[src/rtl/core/gcd_pkg.sv]
// gcd_pkg: shared types for the greatest common divisor unit.
// Holds the controller state type and the command/status structs.
// No dependencies.
`timescale 1ns / 1ps

package gcd_pkg;

   // controller states
   typedef enum logic [0:0] {
      ST_IDLE = 1'b0,
      ST_RUN  = 1'b1
   } state_type;

   // controller -> datapath commands
   typedef struct packed {
      logic load;     // take a new operand pair
      logic step;     // one binary reduction step
      logic capture;  // move finished divisor into output register
   } cmd_type;

   // datapath -> controller status
   typedef struct packed {
      logic finished; // one working operand has reached zero
   } status_type;

endpackage

[src/rtl/core/gcd_req_if.sv]
// gcd_req_if: valid/ready channel that carries one operand pair word.
// Width follows OPERAND_BITS. No dependencies.
`timescale 1ns / 1ps

interface gcd_req_if #(
   parameter int OPERAND_BITS = 31
) ();
   logic                    valid;
   logic                    ready;
   logic [OPERAND_BITS-1:0] operand_a;
   logic [OPERAND_BITS-1:0] operand_b;

   modport source (output valid, output operand_a, output operand_b, input ready);
   modport sink   (input valid, input operand_a, input operand_b, output ready);
endinterface

[src/rtl/core/gcd_rsp_if.sv]
// gcd_rsp_if: valid/ready channel that carries one divisor word.
// Width follows OPERAND_BITS. No dependencies.
`timescale 1ns / 1ps

interface gcd_rsp_if #(
   parameter int OPERAND_BITS = 31
) ();
   logic                    valid;
   logic                    ready;
   logic [OPERAND_BITS-1:0] divisor;

   modport source (output valid, output divisor, input ready);
   modport sink   (input valid, input divisor, output ready);
endinterface

[src/rtl/core/gcd_by_common_prime_factors_unit.sv]
// Greatest common divisor unit (binary GCD), top level.
// One operand pair is in the datapath at a time, set by the single
// subtract/shift loop: a new pair is accepted only after the last divisor
// has been captured into the output register. Reset (synchronous, active
// high) clears the controller and output valid.
`timescale 1ns / 1ps

module gcd_by_common_prime_factors_unit #(
   parameter int OPERAND_BITS = 31
) (
   input  logic      clock,
   input  logic      reset,
   gcd_req_if.sink   req,
   gcd_rsp_if.source rsp
);
   gcd_pkg::cmd_type    cmd;
   gcd_pkg::status_type status;

   gcd_ctrl u_ctrl (
      .clock     (clock),
      .reset     (reset),
      .req_valid (req.valid),
      .req_ready (req.ready),
      .rsp_valid (rsp.valid),
      .rsp_ready (rsp.ready),
      .status    (status),
      .cmd       (cmd)
   );

   gcd_dpath #(
      .OPERAND_BITS (OPERAND_BITS)
   ) u_dpath (
      .clock     (clock),
      .operand_a (req.operand_a),
      .operand_b (req.operand_b),
      .cmd       (cmd),
      .status    (status),
      .divisor   (rsp.divisor)
   );

endmodule

[src/rtl/core/gcd_dpath.sv]
// gcd_dpath: binary GCD datapath (working operands, shared power of two,
// output register). Driven by gcd_ctrl through gcd_pkg command/status.
`timescale 1ns / 1ps

module gcd_dpath #(
   parameter int OPERAND_BITS = 31
) (
   input  logic                    clock,
   input  logic [OPERAND_BITS-1:0] operand_a,
   input  logic [OPERAND_BITS-1:0] operand_b,
   input  gcd_pkg::cmd_type        cmd,
   output gcd_pkg::status_type     status,
   output logic [OPERAND_BITS-1:0] divisor
);
   localparam int K_BITS = (OPERAND_BITS > 2) ? $clog2(OPERAND_BITS) : 1;

   logic [OPERAND_BITS-1:0] a_ff, a_in;
   logic [OPERAND_BITS-1:0] b_ff, b_in;
   logic [K_BITS-1:0]       k_ff, k_in;
   logic [OPERAND_BITS-1:0] div_ff, div_in;

   logic                    a_ge_b;
   logic [OPERAND_BITS-1:0] diff;

   // odd/odd case: larger minus smaller, chosen by one comparison
   assign a_ge_b = (a_ff >= b_ff);
   assign diff   = a_ge_b ? (a_ff - b_ff) : (b_ff - a_ff);

   assign status.finished = (a_ff == '0) || (b_ff == '0);

   // reduction step
   always_comb begin
      a_in = a_ff;
      b_in = b_ff;
      k_in = k_ff;
      if (cmd.load) begin
         a_in = operand_a;
         b_in = operand_b;
         k_in = '0;
      end else if (cmd.step) begin
         case ({a_ff[0], b_ff[0]})
            2'b00: begin
               // both even: factor of two is common
               a_in = a_ff >> 1;
               b_in = b_ff >> 1;
               k_in = k_ff + 1'b1;
            end
            2'b01: a_in = a_ff >> 1;
            2'b10: b_in = b_ff >> 1;
            default: begin
               if (a_ge_b) a_in = diff;
               else        b_in = diff;
            end
         endcase
      end
   end

   // result: the surviving operand times the common power of two
   always_comb begin
      div_in = div_ff;
      if (cmd.capture) div_in = (a_ff | b_ff) << k_ff;
   end

   always_ff @(posedge clock) begin
      a_ff   <= a_in;
      b_ff   <= b_in;
      k_ff   <= k_in;
      div_ff <= div_in;
   end

   assign divisor = div_ff;

endmodule

[src/rtl/core/gcd_ctrl.sv]
// gcd_ctrl: controller for the GCD unit; handshakes and sequencing.
// Uses gcd_pkg state, command and status types.
`timescale 1ns / 1ps

module gcd_ctrl (
   input  logic                clock,
   input  logic                reset,
   input  logic                req_valid,
   output logic                req_ready,
   output logic                rsp_valid,
   input  logic                rsp_ready,
   input  gcd_pkg::status_type status,
   output gcd_pkg::cmd_type    cmd
);
   gcd_pkg::state_type state_ff, state_in;
   logic               out_valid_ff, out_valid_in;
   logic               out_free;

   assign out_free = !out_valid_ff || rsp_ready;

   // next state and commands
   always_comb begin
      state_in    = state_ff;
      cmd         = '0;
      req_ready   = 1'b0;
      case (state_ff)
         gcd_pkg::ST_IDLE: begin
            req_ready = 1'b1;
            if (req_valid) begin
               cmd.load = 1'b1;
               state_in = gcd_pkg::ST_RUN;
            end
         end
         gcd_pkg::ST_RUN: begin
            if (!status.finished) begin
               cmd.step = 1'b1;
            end else if (out_free) begin
               // wait here until the output register can take the word
               cmd.capture = 1'b1;
               state_in    = gcd_pkg::ST_IDLE;
            end
         end
         default: state_in = gcd_pkg::ST_IDLE;
      endcase
   end

   // output word valid
   assign out_valid_in = cmd.capture || (out_valid_ff && !rsp_ready);

   always_ff @(posedge clock) begin
      if (reset) begin
         state_ff     <= gcd_pkg::ST_IDLE;
         out_valid_ff <= 1'b0;
      end else begin
         state_ff     <= state_in;
         out_valid_ff <= out_valid_in;
      end
   end

   assign rsp_valid = out_valid_ff;

   // checks
   a_capture_free: assert property (@(posedge clock) disable iff (reset)
      cmd.capture |-> (!out_valid_ff || rsp_ready))
      else $error("divisor captured over an unaccepted word");

   a_capture_valid: assert property (@(posedge clock) disable iff (reset)
      cmd.capture |=> rsp_valid)
      else $error("captured divisor not presented");

   a_accept_runs: assert property (@(posedge clock) disable iff (reset)
      (req_valid && req_ready) |=> (state_ff == gcd_pkg::ST_RUN))
      else $error("accepted operands but not running");

   a_no_step_after_finish: assert property (@(posedge clock) disable iff (reset)
      !(cmd.step && status.finished))
      else $error("step issued after reduction finished");

endmodule

[src/flat_wrapper.sv]
// flat-port wrapper written by rule: the top's interface ports become plain ports
module gcd_by_common_prime_factors_unit_flat 
#(
   parameter int OPERAND_BITS = 31
)
  (clock, reset, req_valid, req_operand_a, req_operand_b, req_ready, rsp_valid, rsp_divisor, rsp_ready);
  gcd_req_if #(.OPERAND_BITS(OPERAND_BITS)) req_i ();
  gcd_rsp_if #(.OPERAND_BITS(OPERAND_BITS)) rsp_i ();
  input  logic clock;
  input  logic reset;
  input wire logic [$bits(req_i.valid)-1:0] req_valid;
  input wire logic [$bits(req_i.operand_a)-1:0] req_operand_a;
  input wire logic [$bits(req_i.operand_b)-1:0] req_operand_b;
  output wire logic [$bits(req_i.ready)-1:0] req_ready;
  output wire logic [$bits(rsp_i.valid)-1:0] rsp_valid;
  output wire logic [$bits(rsp_i.divisor)-1:0] rsp_divisor;
  input wire logic [$bits(rsp_i.ready)-1:0] rsp_ready;
  assign req_i.valid = req_valid;
  assign req_i.operand_a = req_operand_a;
  assign req_i.operand_b = req_operand_b;
  assign req_ready = req_i.ready;
  assign rsp_valid = rsp_i.valid;
  assign rsp_divisor = rsp_i.divisor;
  assign rsp_i.ready = rsp_ready;
  gcd_by_common_prime_factors_unit #(.OPERAND_BITS(OPERAND_BITS)) u_core (.clock(clock), .reset(reset), .req(req_i), .rsp(rsp_i));
endmodule
[config.mk]
export PLATFORM = sky130hd
export DESIGN_NAME = gcd_by_common_prime_factors_unit_flat
export DESIGN_NICKNAME = d
export VERILOG_FILES = /design/src/rtl/core/gcd_pkg.sv /design/src/rtl/core/gcd_req_if.sv /design/src/rtl/core/gcd_rsp_if.sv /design/src/rtl/core/gcd_by_common_prime_factors_unit.sv /design/src/rtl/core/gcd_dpath.sv /design/src/rtl/core/gcd_ctrl.sv /design/src/flat_wrapper.sv
export SDC_FILE = /design/constraint.sdc
export NUM_CORES = 1
export LEC_CHECK = 0
export BUFFER_PORTS_ARGS = -buffer_cell sky130_fd_sc_hd__buf_4
export CORE_ASPECT_RATIO = 0.75
export CORE_MARGIN = 3
export CORE_UTILIZATION = 30
export CTS_BUF_LIST = sky130_fd_sc_hd__clkbuf_8
export DETAILED_ROUTE_END_ITERATION = 10
export PLACE_DENSITY = 0.48
export SYNTH_ARGS = -nofsm -noshare
export SYNTH_HDL_FRONTEND = slang
export SYNTH_HIERARCHICAL = 1
export SYNTH_SLANG_ARGS = --single-unit
[constraint.sdc]
create_clock -name clock -period 7.71 [get_ports clock]
set_clock_uncertainty 0.1 [all_clocks]
set_input_delay 0.3855 -clock clock [delete_from_list [all_inputs] [get_ports clock]]
set_output_delay 0.3855 -clock clock [all_outputs]
set_load 0.02 [all_outputs]
==> results.rst <==
.. list-table::
   :header-rows: 1

   * - Metric
     - Value
   * - Share of synthesized area occupied by flip-flops and latches
     - 0.303
   * - Crit path DAT
     - 4630 ps
   * - Number of enable-type register cells in the synthesized netlist
     - 93
   * - Post-layout utilization of the core
     - 0.349
   * - Routed wire length
     - 34.8 mm
   * - DRC violation total after the first TritonRoute iteration
     - 776
   * - Share of the clock period used by the worst path
     - 0.609
   * - Post-Syn Area
     - 9690 sq um
   * - Layout Area Growth over Synthesis
     - 13.6%
   * - Most Crowded Layer GR
     - met1
   * - CP required
     - 7640 ps
   * - Met1 Usage GRT
     - 0.311
   * - Multi-input combinational cell area
     - 6150 sq um
   * - Xor and xnor area share after synthesis
     - 0.0298
   * - Count of standard-cell rows
     - 56
   * - Overall track demand over capacity in global routing
     - 0.202
   * - Final Hold Fails
     - 0
   * - Final-layout setup total negative slack
     - 0 ps
   * - Floorplan core area
     - 31500 sq um
   * - Total of fill cells in the finished design
     - 3289
   * - Clk sinks
     - 100
   * - Number of I/O pins
     - 99
   * - Seq cells post-synth
     - 100
   * - Setup repair after global routing missed its margin
     - no
   * - Initial antenna violation count
     - 0
   * - Via count of the first global-routing pass
     - 8242
   * - Post-detailed-placement cell area
     - 10800 sq um
   * - Via Count
     - 8531
   * - Max stage delay on crit path
     - 880 ps
   * - Clock slew at the register clock pins of the worst setup and hold paths
     - 110 ps
   * - Max-cap violations
     - 0
   * - Fin nets
     - 1293
   * - HPWL reported at the end of detailed placement
     - 26.9 mm
   * - Slowest CP cell
     - sky130_fd_sc_hd__a31o_2
   * - Highest Clock Rate
     - 213 MHz
   * - Top flip-flop cell by instance count after synthesis
     - sky130_fd_sc_hd__edfxtp_1
   * - Total buffers and inverters traversed by the critical path
     - 1
   * - Average wire per cell in the routed design
     - 22.6 um
   * - Clock insertion delay at the later pin of the skew report
     - 420 ps
   * - Type of the most critical hold path
     - input port to flip-flop
   * - Synth Net Count
     - 1232
   * - Critical path peak fanout
     - 38
   * - Kind of start point of the critical path
     - flip-flop
   * - Overall die area
     - 34500 sq um
   * - Quantity of I/O buffers inserted on ports
     - 98
   * - Synth top cells by count
     - sky130_fd_sc_hd__a21oi_1, sky130_fd_sc_hd__inv_1, sky130_fd_sc_hd__edfxtp_1, sky130_fd_sc_hd__ha_1, sky130_fd_sc_hd__nor2_1
   * - Share of flip-flops with an asynchronous set or reset after synthesis
     - 0
   * - Mean post-synth cell area
     - 9.05 sq um
   * - Wire length of the first global-routing pass
     - 52.5 mm
   * - Arithmetic-cell share of the synthesized area counting full adders, half adders and majority gates
     - 0.124
   * - Number of nets with antenna violations after routing
     - 0
   * - Effective utilization at floorplan
     - 0.307
   * - Maximum buffer depth of the clock tree
     - 2
   * - Congestion Overflow GR
     - 0
   * - Run status
     - completed
   * - Number of distinct library cells after synthesis
     - 74
   * - Cell chain of the critical path
     - inv_1 > ha_1 > or4_1 > a31oi_1 > o31ai_1 > nand4b_1 > nand4_4 > nand2_4 > nand2_1 > a31o_2
   * - Synthesized-area fraction occupied by ao, oa, aoi and oai cells
     - 0.196
   * - Cell at the root of the clock tree
     - sky130_fd_sc_hd__clkbuf_8
   * - Post-synth top area share
     - 0.288
   * - Number of resized instances in the post-cts repair step
     - 0
   * - Clock tree from TritonCTS
     - yes
   * - Number of iterations in the first detailed-routing pass
     - 5
   * - DIE HEIGHT
     - 162 um
   * - CTS H-tree depth
     - 3
   * - Most numerous cell in the Yosys netlist
     - sky130_fd_sc_hd__a21oi_1
   * - Post-route standard cell area excluding fillers
     - 11000 sq um
   * - Diode count
     - 0
   * - Die W
     - 214 um
   * - Final-report setup violation count
     - 0
   * - Main combinational cell family by area after synthesis
     - compound AO/OA/AOI/OAI gates
   * - Layout cell share with drive strength beyond 1
     - 0.163
   * - Yosys top cell by area
     - sky130_fd_sc_hd__edfxtp_1
   * - Footprint of the flip-flops and latches
     - 2930 sq um
   * - Met3 usage
     - 0.0589
   * - Simple-gate portion of the synthesized area
     - 0.140
   * - Time the worst path needs with I/O delays and setup
     - 4690 ps
   * - Top cells by area, synth
     - sky130_fd_sc_hd__edfxtp_1, sky130_fd_sc_hd__ha_1, sky130_fd_sc_hd__mux2i_1
   * - Multiplexer fraction of the synthesized cell area
     - 0.144
   * - Kind of critical path
     - flip-flop to flip-flop
   * - Kind of end point of the critical path
     - flip-flop
   * - DRC viols
     - 0
   * - Pin count of the biggest net entering global routing
     - 85
   * - Placer's final routability congestion estimate
     - 0.960
   * - Via-to-Cell Ratio
     - 5.53
   * - Warning count from the yosys run
     - 6
   * - TritonCTS Buffers
     - 9
   * - Gate Count Post-Synth
     - 1071
   * - Worst slew margin relative to its limit
     - 0.236
   * - Slew at the pin closest to its max-slew limit
     - 1150 ps
   * - Met2 usage in global routing
     - 0.275
   * - Worst path top cell family by delay
     - simple AND/OR/NAND/NOR gates
   * - Count of final max-slew check failures
     - 0
## flip-flops by register name (all words and copies together) (netlist names)
| name | cells |
|---|---|
| u_core/u_ctrl/rsp_valid | 1 |
| u_core/u_dpath/divisor | 31 |
| u_core/u_ctrl/state_ff | 1 |
| u_core/u_dpath/b_ff | 31 |
| u_core/u_dpath/a_ff | 31 |
| u_core/u_dpath/k_ff | 5 |
## per-layer routing
metal | vias up | wire (um)
met5 | - | 0
met4 | 0 | 711
met3 | 32 | 3090
met2 | 328 | 13900
met1 | 4142 | 17100
li1 | 4029 | -
## cell usage in the layout, fill, tap and decap left out, types with 11 or more instances in the layout
cell,count
sky130_fd_sc_hd__a211oi_1,21
sky130_fd_sc_hd__a21oi_1,116
sky130_fd_sc_hd__buf_4,109
sky130_fd_sc_hd__edfxtp_1,93
sky130_fd_sc_hd__ha_1,93
sky130_fd_sc_hd__inv_1,97
sky130_fd_sc_hd__mux2_2,14
sky130_fd_sc_hd__mux2i_1,63
sky130_fd_sc_hd__mux4_2,26
sky130_fd_sc_hd__nand2_1,81
sky130_fd_sc_hd__nand3_1,11
sky130_fd_sc_hd__nor2_1,80
sky130_fd_sc_hd__nor2b_1,15
sky130_fd_sc_hd__nor3_1,14
sky130_fd_sc_hd__nor4_1,25
sky130_fd_sc_hd__o21ai_0,66
sky130_fd_sc_hd__o21bai_1,24
sky130_fd_sc_hd__o31ai_1,14
sky130_fd_sc_hd__xnor2_1,30
## worst paths after layout
check                                                to                    start  slack (ps)  cells after the start
worst max-delay path            u_core/u_dpath/a_ff[28]   u_core/u_dpath/a_ff[4]        3020                     10
worst min-delay path            u_core/u_dpath/b_ff[29]        req_operand_b[29]         130                      3
worst max register to register  u_core/u_dpath/a_ff[28]   u_core/u_dpath/a_ff[4]        3020                     10
worst min register to register  u_core/u_ctrl/rsp_valid  u_core/u_ctrl/rsp_valid         410                      2
## area by class of cell
class	instances	share of cell area
clock buffer	9	0.0112
clock inverter	7	0.00932
inverter	98	0.0334
multi-input combinational	813	0.558
sequential	100	0.266
tap	406	0.0461
timing repair buffer	110	0.0752
## through the flow
stage	setup slack (ps)	std cells	hold WS [ps]
3_3_place_gp	3110	1526	392
2_1_floorplan	4180	1071	355
3_5_place_dp	3120	1526	394
5_1_grt	2780	1543	129
6_report	3020	1543	133
4_1_cts	3110	1543	109
## tightest hold or removal path, delay by kind of cell
family | cells | cell delay, ps
buffers and inverters | 1 | 70
AND/OR/NAND/NOR | 2 | 80
## logic make-up (layout without fill, tap and decap cells)
family | count (synthesis) | in the layout
muxes | 105 | 105
xor gates and xnor gates | 33 | 33
buffers and inverters | 158 | 224
adders and majority gates | 95 | 95
DFF | 100 | 100
and+or+nand+nor | 273 | 273
AOI/OAI and AO/OA | 307 | 307
## repair_timing
action                                  CTS  global route
hold endpoints to repair                  1             0
hold buffers                              1             0
endpoints found under the setup margin    0             0
setup buffers                             0             0
Power is not shown: default switching activity piles up to over one toggle a cycle in this logic, so the estimate is an artifact.
